[src/rtl/u8u16_pkg.sv]
// Shared constants and types for the UTF-8 to UTF-16 decoder.
`default_nettype none

package u8u16_pkg;

    // Default number of entries in the run queue between front and back
    localparam int QUEUE_DEPTH_DEF = 4;

    // UTF-16 code units
    localparam logic [15:0] REPLACEMENT = 16'hFFFD;
    localparam logic [15:0] HI_SURR_BASE = 16'hD800;
    localparam logic [15:0] LO_SURR_BASE = 16'hDC00;

    // Code point limits
    localparam logic [20:0] MAX_POINT = 21'h10FFFF;
    localparam logic [20:0] SURR_FIRST = 21'h00D800;
    localparam logic [20:0] SURR_LAST = 21'h00DFFF;
    localparam logic [20:0] BMP_LAST = 21'h00FFFF;
    localparam logic [20:0] SUPP_BASE = 21'h010000;

    // One run of code units caused by a single input byte:
    // n_fffd replacements first, then the tail units unit_a and unit_b.
    typedef struct packed {
        logic [2:0]  total;
        logic [1:0]  n_fffd;
        logic [15:0] unit_a;
        logic [15:0] unit_b;
    } run_t;

endpackage

`default_nettype wire

[src/rtl/u8u16_byte_if.sv]
// Input channel: one UTF-8 byte per transfer with an end-of-string flag.
`default_nettype none

interface u8u16_byte_if;

    logic       valid;
    logic       ready;
    logic [7:0] byte_in;
    logic       end_of_string;

    modport source (output valid, output byte_in, output end_of_string, input ready);
    modport sink (input valid, input byte_in, input end_of_string, output ready);

endinterface

`default_nettype wire

[src/rtl/u8u16_unit_if.sv]
// Output channel: one UTF-16 code unit per transfer with an end-of-run flag.
`default_nettype none

interface u8u16_unit_if;

    logic        valid;
    logic        ready;
    logic [15:0] code_unit;
    logic        last_of_run;

    modport source (output valid, output code_unit, output last_of_run, input ready);
    modport sink (input valid, input code_unit, input last_of_run, output ready);

endinterface

`default_nettype wire

[src/rtl/utf8_to_utf16_decoder.sv]
// Throughput: one byte per cycle while the run queue has room; each run is
// registered in the queue, and the serializer sends one code unit per cycle
// from the queue head while units.ready is high.
// Reset: rst_n asynchronously clears the pending sequence, the run queue
// pointers and the unit index; queue contents are not cleared.
// Top level: UTF-8 to UTF-16 decoder.
`default_nettype none

module utf8_to_utf16_decoder
    import u8u16_pkg::*;
#(
    parameter int QUEUE_DEPTH = QUEUE_DEPTH_DEF
)
(
    input  wire logic     clk,
    input  wire logic     rst_n,
    u8u16_byte_if.sink    bytes,
    u8u16_unit_if.source  units
);

    logic q_full;
    logic q_push;
    logic q_pop;
    logic q_not_empty;
    run_t push_run;
    run_t head_run;

    // Classify bytes and build runs
    u8u16_front u_front (
        .clk    (clk),
        .rst_n  (rst_n),
        .bytes  (bytes),
        .q_full (q_full),
        .push   (q_push),
        .run    (push_run)
    );

    // Buffer runs between the two sides
    u8u16_queue #(
        .DEPTH (QUEUE_DEPTH)
    ) u_queue (
        .clk       (clk),
        .rst_n     (rst_n),
        .push      (q_push),
        .push_run  (push_run),
        .full      (q_full),
        .pop       (q_pop),
        .not_empty (q_not_empty),
        .head      (head_run)
    );

    // Send runs out one code unit at a time
    u8u16_back u_back (
        .clk       (clk),
        .rst_n     (rst_n),
        .not_empty (q_not_empty),
        .head      (head_run),
        .pop       (q_pop),
        .units     (units)
    );

endmodule

`default_nettype wire

[src/rtl/u8u16_front.sv]
// Front end: classifies each byte, tracks the pending sequence, builds runs.
`default_nettype none

module u8u16_front
    import u8u16_pkg::*;
(
    input  wire logic    clk,
    input  wire logic    rst_n,
    u8u16_byte_if.sink   bytes,
    input  wire logic    q_full,
    output logic         push,
    output run_t         run
);

    logic [20:0] partial_reg, partial_next;
    logic [1:0]  expected_reg, expected_next;
    logic [1:0]  accepted_reg, accepted_next;

    logic        accept;
    logic        pending;
    logic        is_cont;
    logic        fresh;
    logic [1:0]  acc_inc;
    logic [20:0] cp_ext;
    logic [20:0] cp_off;
    logic        pt_bad;
    logic        pt_pair;
    logic [15:0] pt_a;
    logic [15:0] pt_b;
    logic [1:0]  n_fffd;
    logic [1:0]  tail_cnt;
    logic [15:0] unit_a;
    logic [15:0] unit_b;

    assign bytes.ready = !q_full;
    assign accept = bytes.valid && bytes.ready;

    assign pending = (expected_reg != 2'd0);
    assign is_cont = (bytes.byte_in[7:6] == 2'b10);
    assign acc_inc = accepted_reg + 2'd1;
    assign cp_ext = {partial_reg[14:0], bytes.byte_in[5:0]};

    // Map the completed code point to one unit or a surrogate pair
    always_comb
    begin
        pt_bad = (cp_ext > MAX_POINT) || ((cp_ext >= SURR_FIRST) && (cp_ext <= SURR_LAST));
        pt_pair = !pt_bad && (cp_ext > BMP_LAST);
        cp_off = cp_ext - SUPP_BASE;
        pt_a = pt_bad ? REPLACEMENT : cp_ext[15:0];
        pt_b = REPLACEMENT;
        if (pt_pair)
        begin
            pt_a = HI_SURR_BASE + {6'd0, cp_off[19:10]};
            pt_b = LO_SURR_BASE + {6'd0, cp_off[9:0]};
        end
    end

    // Decode the byte against the pending sequence, then afresh if needed
    always_comb
    begin
        partial_next = partial_reg;
        expected_next = expected_reg;
        accepted_next = accepted_reg;
        n_fffd = 2'd0;
        tail_cnt = 2'd0;
        unit_a = REPLACEMENT;
        unit_b = REPLACEMENT;
        fresh = 1'b1;

        if (pending)
        begin
            if (is_cont)
            begin
                fresh = 1'b0;
                if (acc_inc == expected_reg)
                begin
                    tail_cnt = pt_pair ? 2'd2 : 2'd1;
                    unit_a = pt_a;
                    unit_b = pt_b;
                    partial_next = '0;
                    expected_next = 2'd0;
                    accepted_next = 2'd0;
                end
                else if (bytes.end_of_string)
                begin
                    n_fffd = acc_inc + 2'd1;
                    partial_next = '0;
                    expected_next = 2'd0;
                    accepted_next = 2'd0;
                end
                else
                begin
                    partial_next = cp_ext;
                    accepted_next = acc_inc;
                end
            end
            else
            begin
                n_fffd = accepted_reg + 2'd1;
                partial_next = '0;
                expected_next = 2'd0;
                accepted_next = 2'd0;
            end
        end

        if (fresh)
        begin
            priority if (!bytes.byte_in[7])
            begin
                tail_cnt = 2'd1;
                unit_a = {8'h00, bytes.byte_in};
            end
            else if (bytes.byte_in[7:5] == 3'b110)
            begin
                if (bytes.end_of_string)
                begin
                    tail_cnt = 2'd1;
                end
                else
                begin
                    partial_next = {16'd0, bytes.byte_in[4:0]};
                    expected_next = 2'd1;
                    accepted_next = 2'd0;
                end
            end
            else if (bytes.byte_in[7:4] == 4'b1110)
            begin
                if (bytes.end_of_string)
                begin
                    tail_cnt = 2'd1;
                end
                else
                begin
                    partial_next = {17'd0, bytes.byte_in[3:0]};
                    expected_next = 2'd2;
                    accepted_next = 2'd0;
                end
            end
            else if (bytes.byte_in[7:3] == 5'b11110)
            begin
                if (bytes.end_of_string)
                begin
                    tail_cnt = 2'd1;
                end
                else
                begin
                    partial_next = {18'd0, bytes.byte_in[2:0]};
                    expected_next = 2'd3;
                    accepted_next = 2'd0;
                end
            end
            else
            begin
                tail_cnt = 2'd1;
            end
        end
    end

    // Assemble the run; bytes that only start or extend a sequence push nothing
    always_comb
    begin
        run.n_fffd = n_fffd;
        run.total = {1'b0, n_fffd} + {1'b0, tail_cnt};
        run.unit_a = unit_a;
        run.unit_b = unit_b;
        push = accept && (run.total != 3'd0);
    end

    // Advance the sequence state on each byte transfer
    always_ff @(posedge clk or negedge rst_n)
    begin
        if (!rst_n)
        begin
            partial_reg <= '0;
            expected_reg <= 2'd0;
            accepted_reg <= 2'd0;
        end
        else if (accept)
        begin
            partial_reg <= partial_next;
            expected_reg <= expected_next;
            accepted_reg <= accepted_next;
        end
    end

`ifndef SYNTHESIS
    a_eos_clears: assert property (@(posedge clk) disable iff (!rst_n)
        (accept && bytes.end_of_string) |=> (expected_reg == 2'd0))
        else $error("sequence still pending after end of string");

    a_run_shape: assert property (@(posedge clk) disable iff (!rst_n)
        push |-> ((run.total <= 3'd4) && ({1'b0, run.n_fffd} <= run.total)))
        else $error("malformed run pushed");
`endif

endmodule

`default_nettype wire

[src/rtl/u8u16_queue.sv]
// Run queue between the front end and the unit serializer.
`default_nettype none

module u8u16_queue
    import u8u16_pkg::*;
#(
    parameter int DEPTH = QUEUE_DEPTH_DEF
)
(
    input  wire logic clk,
    input  wire logic rst_n,
    input  wire logic push,
    input  wire run_t push_run,
    output logic      full,
    input  wire logic pop,
    output logic      not_empty,
    output run_t      head
);

    localparam int PTR_W = (DEPTH > 1) ? $clog2(DEPTH) : 1;
    localparam int CNT_W = $clog2(DEPTH + 1);
    localparam logic [PTR_W-1:0] LAST_PTR = PTR_W'(DEPTH - 1);
    localparam logic [CNT_W-1:0] FULL_CNT = CNT_W'(DEPTH);

    run_t             mem_reg [DEPTH];
    logic [PTR_W-1:0] wr_ptr_reg, wr_ptr_next;
    logic [PTR_W-1:0] rd_ptr_reg, rd_ptr_next;
    logic [CNT_W-1:0] count_reg, count_next;
    logic             do_push;
    logic             do_pop;

    assign full = (count_reg == FULL_CNT);
    assign not_empty = (count_reg != '0);
    assign head = mem_reg[rd_ptr_reg];
    assign do_push = push && !full;
    assign do_pop = pop && not_empty;

    // Wrap the pointers and track occupancy
    always_comb
    begin
        wr_ptr_next = wr_ptr_reg;
        rd_ptr_next = rd_ptr_reg;
        count_next = count_reg;
        if (do_push)
        begin
            wr_ptr_next = (wr_ptr_reg == LAST_PTR) ? '0 : wr_ptr_reg + 1'b1;
        end
        if (do_pop)
        begin
            rd_ptr_next = (rd_ptr_reg == LAST_PTR) ? '0 : rd_ptr_reg + 1'b1;
        end
        if (do_push && !do_pop)
        begin
            count_next = count_reg + 1'b1;
        end
        else if (do_pop && !do_push)
        begin
            count_next = count_reg - 1'b1;
        end
    end

    always_ff @(posedge clk or negedge rst_n)
    begin
        if (!rst_n)
        begin
            wr_ptr_reg <= '0;
            rd_ptr_reg <= '0;
            count_reg <= '0;
        end
        else
        begin
            wr_ptr_reg <= wr_ptr_next;
            rd_ptr_reg <= rd_ptr_next;
            count_reg <= count_next;
        end
    end

    // Store the pushed run
    always_ff @(posedge clk)
    begin
        if (do_push)
        begin
            mem_reg[wr_ptr_reg] <= push_run;
        end
    end

`ifndef SYNTHESIS
    a_no_overflow: assert property (@(posedge clk) disable iff (!rst_n)
        push |-> !full)
        else $error("run pushed into full queue");

    a_count_up: assert property (@(posedge clk) disable iff (!rst_n)
        (do_push && !do_pop) |=> (count_reg == $past(count_reg) + 1'b1))
        else $error("queue count did not advance on push");
`endif

endmodule

`default_nettype wire

[src/rtl/u8u16_back.sv]
// Back end: serializes the head run into code units, one per transfer.
`default_nettype none

module u8u16_back
    import u8u16_pkg::*;
(
    input  wire logic     clk,
    input  wire logic     rst_n,
    input  wire logic     not_empty,
    input  wire run_t     head,
    output logic          pop,
    u8u16_unit_if.source  units
);

    logic [1:0] idx_reg, idx_next;
    logic [1:0] tail_idx;
    logic       is_last;
    logic       xfer;

    assign tail_idx = idx_reg - head.n_fffd;
    assign is_last = (({1'b0, idx_reg} + 3'd1) == head.total);
    assign xfer = units.valid && units.ready;
    assign pop = xfer && is_last;

    // Pick replacements first, then the tail units
    always_comb
    begin
        units.valid = not_empty;
        units.last_of_run = is_last;
        if (idx_reg < head.n_fffd)
        begin
            units.code_unit = REPLACEMENT;
        end
        else if (tail_idx == 2'd0)
        begin
            units.code_unit = head.unit_a;
        end
        else
        begin
            units.code_unit = head.unit_b;
        end
    end

    // Step through the run; drop it after its last unit
    always_comb
    begin
        idx_next = idx_reg;
        if (xfer)
        begin
            idx_next = is_last ? 2'd0 : idx_reg + 2'd1;
        end
    end

    always_ff @(posedge clk or negedge rst_n)
    begin
        if (!rst_n)
        begin
            idx_reg <= 2'd0;
        end
        else
        begin
            idx_reg <= idx_next;
        end
    end

`ifndef SYNTHESIS
    a_idx_in_run: assert property (@(posedge clk) disable iff (!rst_n)
        units.valid |-> ({1'b0, idx_reg} < head.total))
        else $error("unit index beyond end of run");
`endif

endmodule

`default_nettype wire

[src/flat_wrapper.sv]
// flat-port wrapper written by rule: the top's interface ports become plain ports
module utf8_to_utf16_decoder_flat import u8u16_pkg::*;
#(
    parameter int QUEUE_DEPTH = QUEUE_DEPTH_DEF
)
  (clk, rst_n, bytes_valid, bytes_byte_in, bytes_end_of_string, bytes_ready, units_valid, units_code_unit, units_last_of_run, units_ready);
  u8u16_byte_if bytes_i ();
  u8u16_unit_if units_i ();
  input  wire logic clk;
  input  wire logic rst_n;
  input wire logic [$bits(bytes_i.valid)-1:0] bytes_valid;
  input wire logic [$bits(bytes_i.byte_in)-1:0] bytes_byte_in;
  input wire logic [$bits(bytes_i.end_of_string)-1:0] bytes_end_of_string;
  output wire logic [$bits(bytes_i.ready)-1:0] bytes_ready;
  output wire logic [$bits(units_i.valid)-1:0] units_valid;
  output wire logic [$bits(units_i.code_unit)-1:0] units_code_unit;
  output wire logic [$bits(units_i.last_of_run)-1:0] units_last_of_run;
  input wire logic [$bits(units_i.ready)-1:0] units_ready;
  assign bytes_i.valid = bytes_valid;
  assign bytes_i.byte_in = bytes_byte_in;
  assign bytes_i.end_of_string = bytes_end_of_string;
  assign bytes_ready = bytes_i.ready;
  assign units_valid = units_i.valid;
  assign units_code_unit = units_i.code_unit;
  assign units_last_of_run = units_i.last_of_run;
  assign units_i.ready = units_ready;
  utf8_to_utf16_decoder #(.QUEUE_DEPTH(QUEUE_DEPTH)) u_core (.clk(clk), .rst_n(rst_n), .bytes(bytes_i), .units(units_i));
endmodule
[config.mk]
export PLATFORM = sky130hd
export DESIGN_NAME = utf8_to_utf16_decoder_flat
export DESIGN_NICKNAME = d
export VERILOG_FILES = /design/src/rtl/u8u16_pkg.sv /design/src/rtl/u8u16_byte_if.sv /design/src/rtl/u8u16_unit_if.sv /design/src/rtl/utf8_to_utf16_decoder.sv /design/src/rtl/u8u16_front.sv /design/src/rtl/u8u16_queue.sv /design/src/rtl/u8u16_back.sv /design/src/flat_wrapper.sv
export SDC_FILE = /design/constraint.sdc
export NUM_CORES = 1
export LEC_CHECK = 0
export BUFFER_PORTS_ARGS = -buffer_cell sky130_fd_sc_hd__buf_2
export CAP_MARGIN = 40
export CORE_ASPECT_RATIO = 1.2
export CORE_MARGIN = 10
export CORE_UTILIZATION = 55
export DETAILED_ROUTE_END_ITERATION = 12
export HOLD_SLACK_MARGIN = 0.1
export PLACE_DENSITY = 0.81
export SYNTH_ARGS = -nofsm -noshare
export SYNTH_HDL_FRONTEND = slang
export SYNTH_SLANG_ARGS = --single-unit
[constraint.sdc]
create_clock -name clk -period 4.5 [get_ports clk]
set_input_delay 0.675 -clock clk [delete_from_list [all_inputs] [get_ports clk]]
set_output_delay 0.675 -clock clk [all_outputs]
set_load 0.03 [all_outputs]
==> results of run 1 <==
==> what timing repair did <==
item / CTS / global route
setup endpoints to repair: 0 / 2
gates resized for setup: 0 / 1
endpoints found under the hold margin: 0 / 0
==> kinds of logic (layout without fill, tap and decap cells) <==
logic type	after synthesis	count (layout)
XOR/XNOR	9	9
AO/OA/AOI/OAI	87	87
adder cells (fa/ha/maj)	14	14
multiplexers	41	41
AND/OR/NAND/NOR	82	82
buffers and inverters	45	109
flip-flops	156	156
==> critical path, stage by stage (launching register included) <==
cell and delay [ns]:
dfrtp_1 0.47, nand4_1 0.17, or4_4 0.59, mux2_4 0.32, or3_1 0.34, a311oi_2 0.26
ha_2 0.22, inv_1 0.04, fa_1 0.47, inv_1 0.06, o311a_4 0.31, ha_2 0.20
inv_1 0.08, fa_1 0.40, mux2_2 0.28
==> through the flow <==
stage,hold slack (ns),utilization [%],TNS (ns),instances,power (mW)
floorplan,0.379,-,0,434,3.08
global placement,0.463,60.7,0,627,3.54
detailed placement,0.490,60.7,-0.0910,627,3.62
CTS,0.289,65.5,0,659,5.02
global route,0.308,65.5,0,659,5.23
finish,0.279,65.5,0,659,4.97
==> cell usage in the layout (no fill, tap or decap), types with 6 or more instances in the layout <==
cell type,count
edfxtp_1,128
nor2_1,11
inv_1,22
a22o_1,12
buf_2,31
clkbuf_16,17
o21ai_0,14
a21oi_1,13
nand2_1,20
mux2i_1,6
dfrtp_1,26
or2_2,14
buf_4,20
mux4_2,32
nand3_1,6
o22a_1,11
ha_1,10
==> final cells by class <==
class	instances	area, µm²	share of cell area [%]
Sequential cell	156	4550	56.8
Clock inverter	14	153	1.91
Clock buffer	18	429	5.36
Multi-Input combinational cell	233	2210	27.6
Inverter	22	82.6	1.03
Tap cell	161	201	2.52
Timing Repair Buffer	55	385	4.81
==> power breakdown <==
group	switching, mW	internal [mW]
combinational	0.970	0.651
clock	0.613	0.787
sequential	0.132	1.82
total	1.71	3.26
==> worst min-delay path by stage <==
stage | slack [ns] | endpoint | startpoint | depth (start not counted)
after global routing | 0.31 | u_core.u_queue.count_reg[0]$_DFFE_PN0P_ | rst_n | 1
after CTS | 0.29 | u_core.u_queue.count_reg[0]$_DFFE_PN0P_ | rst_n | 1
after global placement | 0.46 | u_core.u_queue.count_reg[2]$_DFFE_PN0P_ | u_core.u_queue.count_reg[2]$_DFFE_PN0P_ | 1
after detailed placement | 0.49 | u_core.u_queue.count_reg[2]$_DFFE_PN0P_ | u_core.u_queue.count_reg[2]$_DFFE_PN0P_ | 1
final | 0.28 | u_core.u_queue.count_reg[0]$_DFFE_PN0P_ | rst_n | 1
after floorplan | 0.38 | u_core.u_back.idx_reg[0]$_DFFE_PN0P_ | rst_n | 0
==> per-layer routing <==
metal  GRT usage, %  vias up  share of wire (%)  wire length, µm
met4           6.65        0                1.5              220
met2           28.8      170                 51             7380
met1           22.4     2055                 41             5940
met3           3.43       20                5.8              840
li1               -     1808                  -                -
met5              0        -                  0                0
==> impl_metrics.ini, run 1 <==
[synth]
synth_ff_type = edfxtp_1
synth_edf_count = 128
yosysSeqAreaShare_pct = 65.6
ys_ff_latch = 156
synth-xor-area-share_pct = 1.14
synth.largest_area_cell = edfxtp_1
synthTopCellsByArea = edfxtp_1, mux4_2, dfrtp_1
synth_simple_gate_area_share_pct = 6.51
synth.most_common_cell = edfxtp_1
synthMuxAreaShare_pct = 11.8
yosysUniqueCellTypes = 55
synth_area_per_cell_um2 = 16.0
synth_common_cells = edfxtp_1, mux4_2, dfrtp_1, inv_1, nand2_1
synthCells = 434
postSynthNetCount = 461
synth_area_um2 = 6920
yosysWarnings = 0
synth-compound-area-share_pct = 9.31
synthAdderAreaFrac_pct = 2.75
synth_top_family_by_area = multiplexers
postSynth.asyncResetShare_pct = 17.9
synth_top_area_share_pct = 55.5

[final_layout]
fin_area_um2 = 8010
antenna_cells = 0
drive_gt1_share_pct = 31.3
layout.nets = 512
largest_register_ffs = 128
nFillCells = 822
synthToLayoutAreaGrowth_pct = 15.6

[drt]
routed_wl_um = 14400
vias = 4053
ant_nets = 0
dr.pass1.iters = 5
vias_per_cell = 6.15
drtIter0Drc = 393
remaining_drc_errors = 0
wl_per_cell_um = 21.8

[cts]
path_clk_slew_ns = 0.06
cts_buffers = 17
htreeDepth = 4
cts_buffer_depth = 2
root_buffer = clkbuf_16
cts_tree = yes
post_cts_buffers = 0
cts_hold_buf = 0
clock-sinks = 156
clk_latency_ns = 0.43

[critical_path]
reg2reg_slack_ns = 0.17
crit_required_ns = 4.81
path_class = reg2reg
reg2reg_depth = 14
crit_end = u_core.u_queue.count_reg[1]$_DFFE_PN0P_
cp-startpoint = u_core.u_front.partial_reg[0]$_DFFE_PN0P_
reg2reg_from = u_core.u_front.partial_reg[0]$_DFFE_PN0P_
crit_arrival_ns = 4.64
r2r-end = u_core.u_queue.count_reg[1]$_DFFE_PN0P_
endpoint_kind = flop
critPathMaxFanout = 5
critPathLaunchType = flop

[sta]
fin_crit_sh_pct = 96.2
hold_viol = 0
skew_ns = 0.0142
rsz0062_at_grt = no
tightest_slew_ns = 0.657
fmax_mhz = 231
setup_ws_ns = 0.170
slew_viol_final = 0
final-setup-viol-count = 0
min_period_ns = 4.33
relSlewSlack_pct = 56.2

[power]
peakVddDrop_mv = 0.328
p_leak_nw = 2.71
power.density_nw_per_um2 = 621

[floorplan]
die_w_um = 122
rows = 44
die-area_um2 = 17500
num_io_pins = 32
core-area_um2 = 12200
die_height_um = 143
start_util_pct = 56.7

[global_routing]
antenna_found_initial = 0
grt_pass1_wl_um = 23200
grt_max_degree = 33
overflow = 0
groute.usage.overall_pct = 17.5
grt_pass1_vias = 4140

[worst_hold_path]
hold_path_class = in2async

[run_status]
status = complete, no violations

[placed_design]
place_congestion = 0.900
placed_cell_area_um2 = 7420
hpwlAfterDp_um = 9140
io_buffers = 31
detailedPlace.worstSlack_ns = -0.0702

[flow_run]
drv_cap = 0
Power figures use the tool's default switching activity.
==> run 2, diff against run 1 <==
SYNTH_HIERARCHICAL = 1   (was default)
==> run 2 against run 1 <==
Against the previous run: critical path depth increased by 4; sequential power increased by 13%; clock power increased by 7%; synthesized cell count increased by 12%; maximum frequency increased by 4.3%; core utilization decreased by 2.0 points; via count increased by 9.8%; combinational power increased by 28%; global-route usage about the same; non-clock buffer count decreased by 9.
==> impl_metrics.ini, run 2 <==
[run_status]
status = complete, no violations

[cts]
htreeDepth = 4
cts_buffer_depth = 2
cts_hold_buf = 0
cts_buffers = 17
post_cts_buffers = 0
clock-sinks = 176
path_clk_slew_ns = 0.07
root_buffer = clkbuf_16
clk_latency_ns = 0.42
ctsResizeCount = 0
cts_tree = yes

[final_layout]
layout_common_cells = edfxtp_1, nand2_1, mux4_2
layout.nets = 553
fin_area_um2 = 8780
largest_register_ffs = 148
synthToLayoutAreaGrowth_pct = 12.9
utilization_pct = 63.5
nFillCells = 938
layout_commonest_cell = edfxtp_1
antenna_cells = 0
drive_gt1_share_pct = 24.7

[global_routing]
grt_pass1_vias = 4640
antenna_found_initial = 0
groute.usage.overall_pct = 17.5
grt_max_degree = 38
overflow = 0
grt_pass1_wl_um = 26000

[synth]
yosysWarnings = 6
synth_ff_type = edfxtp_1
yosysSeqAreaShare_pct = 66.1
synthTopCellsByArea = edfxtp_1, mux4_2, dfrtp_1
ys_ff_latch = 176
synth_area_um2 = 7780
synth.largest_area_cell = edfxtp_1
postSynth.asyncResetShare_pct = 15.9
yosysUniqueCellTypes = 59
synth_edf_count = 148
synth.most_common_cell = edfxtp_1
synth_top_area_share_pct = 57.1
synth_common_cells = edfxtp_1, nand2_1, mux4_2, dfrtp_1, nand3_1
synthCells = 485
synth_area_per_cell_um2 = 16.0

[floorplan]
die-area_um2 = 19300
die_height_um = 150
rows = 47
die_w_um = 129
num_io_pins = 32
start_util_pct = 56.3
core-area_um2 = 13800

[critical_path]
reg2reg_from = u_core/u_front/partial_reg[4]$_DFFE_PN0P_
endpoint_kind = flop
reg2reg_depth = 18
crit_required_ns = 4.83
reg2reg_slack_ns = 0.35
critPathLaunchType = flop
crit_arrival_ns = 4.49
critPathMaxFanout = 5
r2r-end = u_core/u_queue/count_reg[2]$_DFFE_PN0P_
path_class = reg2reg

[sta]
tightest_slew_ns = 0.798
hold_viol = 0
relSlewSlack_pct = 46.6
final-setup-viol-count = 0
fmax_mhz = 241
rsz0062_at_grt = no
hold_slack_ns = 0.279
fin_crit_sh_pct = 92.3
slew_viol_final = 0
finalSetupTns_ns = 0
skew_ns = 0.0105
min_period_ns = 4.15

[power]
peakVddDrop_mv = 0.394
power.density_nw_per_um2 = 658
p_leak_nw = 3.05

[drt]
ant_nets = 0
dr.pass1.iters = 7
wl_per_cell_um = 22.8
remaining_drc_errors = 0
vias = 4450
routed_wl_um = 16200
vias_per_cell = 6.27
drtIter0Drc = 421

[worst_hold_path]
hold_path_class = in2async

[placed_design]
placed_cell_area_um2 = 8160
io_buffers = 31
hpwlAfterDp_um = 10100
place_congestion = 0.893

[flow_run]
drv_cap = 0
==> run 2: cell types whose count changed after synthesis, sizes merged, moves of 9 or more <==
cell	previous run	this run
o22a	16	0
nand3	6	23
a21oi	13	3
inv	22	13
nand2	20	57
edfxtp	128	148
or2	14	1
buf	8	21
==> run 2: how the worst max path moves through the flow <==
| stage | startpoint | to | cells past startpoint |
|---|---|---|---|
| floorplan | bytes_byte_in[0] | u_core/u_queue/count_reg[1]$_DFFE_PN0P_ | 16 |
| global placement | bytes_byte_in[0] | u_core/u_queue/count_reg[1]$_DFFE_PN0P_ | 15 |
| detailed placement | bytes_byte_in[0] | u_core/u_queue/count_reg[1]$_DFFE_PN0P_ | 15 |
| CTS | u_core/u_front/partial_reg[4]$_DFFE_PN0P_ | u_core/u_queue/count_reg[2]$_DFFE_PN0P_ | 18 |
| global route | u_core/u_front/partial_reg[4]$_DFFE_PN0P_ | u_core/u_queue/count_reg[2]$_DFFE_PN0P_ | 18 |
| finish | u_core/u_front/partial_reg[4]$_DFFE_PN0P_ | u_core/u_queue/count_reg[2]$_DFFE_PN0P_ | 18 |
==> run 2: critical path, cell delays in order, from the launching register on <==
cell and delay [ns]:
dfrtp_1 0.48, nand4_1 0.19, nor4_4 0.35, buf_4 0.18, nand2_1 0.06, mux2i_1 0.22
xor2_1 0.24, a31oi_1 0.12, ha_1 0.21, fa_1 0.50, nor3_1 0.06, nor2_1 0.08
nor2b_1 0.22, ha_1 0.22, inv_1 0.06, fa_1 0.38, xor2_1 0.17, nor2_1 0.13
xor2_1 0.20
==> run 2: through the flow <==
stage          setup slack (ns)  std cells  power [mW]
2_1_floorplan            0.0118        489        3.73
4_1_cts                   0.363        710        5.84
3_3_place_gp              0.190        678        4.26
3_5_place_dp              0.113        678        4.33
5_1_grt                  0.0849        710        6.08
6_report                  0.347        710        5.77
==> run 2: power by group <==
group	switching (mW)	internal, mW	total, mW	leakage, nW
clock	0.610	0.889	1.50	0.305
combinational	1.32	0.747	2.07	1.16
sequential	0.143	2.06	2.20	1.59
==> run 2: routing by layer <==
metal / track usage (%) / part of all wire, %
met5: 0 / 0
met4: 5.18 / 1.8
met3: 4.33 / 5.5
met2: 29.3 / 52
met1: 22.2 / 41
==> run 2: area by class of cell <==
class	instances	area, µm²	share of cell area (%)
Sequential cell	176	5150	58.6
Multi-Input combinational cell	272	2430	27.7
Clock buffer	22	518	5.90
Timing Repair Buffer	46	318	3.62
Tap cell	171	214	2.44
Clock inverter	10	105	1.20
Inverter	13	48.8	0.556
==> run 2: cells by family after synthesis <==
kind of cell / synth area share, %
AO/OA/AOI/OAI: 6.66
XOR/XNOR: 1.01
flip-flops: 66.1
AND/OR/NAND/NOR: 8.52
multiplexers: 12.3
adder cells (fa/ha/maj): 2.44
other: 0.0482
buffers and inverters: 2.93
==> run 3, diff against run 2 <==
PLACE_DENSITY = 0.82   (was 0.81)
clock period = 4.9 ns   (was 4.5 ns; I/O delays follow)
==> run 3 against run 2 <==
Against the previous run: die area is the same; worst hold slack gained 0.056 ns; count of clock-buffer cells in the layout shrank 1; clock power shrank 15%; via count shrank 0.83%; final area shrank 0.47%; wire length grew 1.3%; global-route usage grew 0.37 points; total power shrank 9.5%; non-clock buffer count grew 1; sequential power shrank 6%; cell count is the same; critical endpoint is now u_core/u_queue/count_reg[1]$_DFFE_PN0P_; largest cell class unchanged.
==> impl_metrics.ini, run 3 (synthesized netlist as in run 2, its figures left out) <==
[global_routing]
grt_pass1_vias = 4582
groute.usage.overall_pct = 17.9
antenna_found_initial = 0
grt_max_degree = 29
grt_pass1_wl_um = 26000
overflow = 0

[cts]
cts_buffers = 17
cts_hold_buf = 0
cts_tree = yes
post_cts_buffers = 0
clk_latency_ns = 0.43
cts_buffer_depth = 2
htreeDepth = 4
root_buffer = clkbuf_16
path_clk_slew_ns = 0.06
ctsResizeCount = 0
clock-sinks = 176

[sta]
slew_viol_final = 0
min_period_ns = 4.37
fin_crit_sh_pct = 89.1
skew_ns = 0.00913
finalSetupTns_ns = 0
rsz0062_at_grt = no
relSlewSlack_pct = 39.7
final-setup-viol-count = 0
fmax_mhz = 229
hold_viol = 0
tightest_slew_ns = 0.903

[floorplan]
die_w_um = 129
core-area_um2 = 13800
rows = 47
die-area_um2 = 19300
die_height_um = 150
start_util_pct = 56.3
num_io_pins = 32

[drt]
dr.pass1.iters = 5
vias = 4413
drtIter0Drc = 450
wl_per_cell_um = 23.1
vias_per_cell = 6.22
ant_nets = 0
remaining_drc_errors = 0
routed_wl_um = 16400

[flow_run]
drv_cap = 0

[power]
power.density_nw_per_um2 = 598
peakVddDrop_mv = 0.467
p_leak_nw = 3.01

[final_layout]
layout.nets = 554
antenna_cells = 0
largest_register_ffs = 148
layout_commonest_cell = edfxtp_1
synthToLayoutAreaGrowth_pct = 12.3
fin_area_um2 = 8740
drive_gt1_share_pct = 24.7
layout_common_cells = edfxtp_1, nand2_1, mux4_2

[critical_path]
path_buf_inv = 2
reg2reg_depth = 14
reg2reg_from = u_core/u_front/partial_reg[5]$_DFFE_PN0P_
cp.depth = 15
timing.critical_path.max_delay_family = simple AND/OR/NAND/NOR gates
path_class = in2reg
critPathLaunchType = input pin
endpoint_kind = flop
reg2reg_slack_ns = 0.61
worst_path_max_delay_cell = nor4_2
r2r-end = u_core/u_queue/count_reg[1]$_DFFE_PN0P_
worstPathCellList = buf_2 -> nand3_1 -> nor4_2 -> mux2_4 -> a2111oi_4 -> a21bo_4 -> nor2_1 -> fa_1 -> nor3_1 -> nor2_1 -> nor2b_1 -> ha_1 -> inv_1 -> fa_1 -> mux2_2
critPathMaxFanout = 8
cpPeakStageDelay_ns = 0.54
crit_required_ns = 5.21
crit_arrival_ns = 4.67

[placed_design]
placed_cell_area_um2 = 8190
io_buffers = 31
hpwlAfterDp_um = 11100
place_congestion = 0.933

[run_status]
status = complete, no violations

[worst_hold_path]
hold_path_class = in2async
[run 3: report_power, final]
group          internal (mW)  switching [mW]
clock network          0.745           0.527
registers               1.89           0.167
logic                  0.703            1.19
[run 3: worst reg2reg max path, cell delays in order, from the launching register on]
cell and delay (ns):
dfrtp_1 0.46, nand2_1 0.13, nor4_2 0.54, mux2_4 0.37, a2111oi_4 0.38, a21bo_4 0.27, nor2_1 0.14, fa_1 0.45
nor3_1 0.19, nor2_1 0.06, nor2b_1 0.18, ha_1 0.25, inv_1 0.07, fa_1 0.42, mux2_2 0.28
[run 3: worst max-delay path by stage]
stage,from,endpoint,slack [ns]
2_1_floorplan,bytes_byte_in[3],u_core/u_queue/count_reg[1]$_DFFE_PN0P_,0.23
3_3_place_gp,bytes_byte_in[3],u_core/u_queue/count_reg[1]$_DFFE_PN0P_,0.18
3_5_place_dp,bytes_byte_in[3],u_core/u_queue/count_reg[1]$_DFFE_PN0P_,0.09
4_1_cts,bytes_byte_in[3],u_core/u_queue/count_reg[1]$_DFFE_PN0P_,0.54
5_1_grt,bytes_byte_in[3],u_core/u_queue/count_reg[2]$_DFFE_PN0P_,0.28
6_report,bytes_byte_in[3],u_core/u_queue/count_reg[1]$_DFFE_PN0P_,0.53
[run 3: cell type report]
cell class / count / area, µm²
sequential: 176 / 5150
clock inverter: 10 / 115
inverter: 13 / 48.8
fill: 971 / 5080
tap: 171 / 214
clock buffer: 21 / 440
multi-input combinational: 272 / 2430
timing repair buffer: 47 / 348
[run 3: routing by layer]
| layer | global-route usage, % | wire length (µm) |
|---|---|---|
| met3 | 5.14 | 1040 |
| met1 | 22.1 | 6550 |
| met4 | 7.80 | 427 |
| met5 | 0 | 0 |
| met2 | 28.9 | 8400 |
[run 3: metrics by stage]
step | power, mW | std cells | hold WS [ns] | util (%) | worst slack, ns
2_1_floorplan | 3.43 | 489 | 0.439 | - | 0.233
4_1_cts | 5.29 | 710 | 0.338 | 63.3 | 0.539
6_report | 5.23 | 710 | 0.335 | 63.3 | 0.534
5_1_grt | 5.51 | 710 | 0.367 | 63.3 | 0.285
3_3_place_gp | 3.88 | 675 | 0.462 | 58.5 | 0.176
3_5_place_dp | 4.00 | 679 | 0.486 | 59.2 | 0.0877
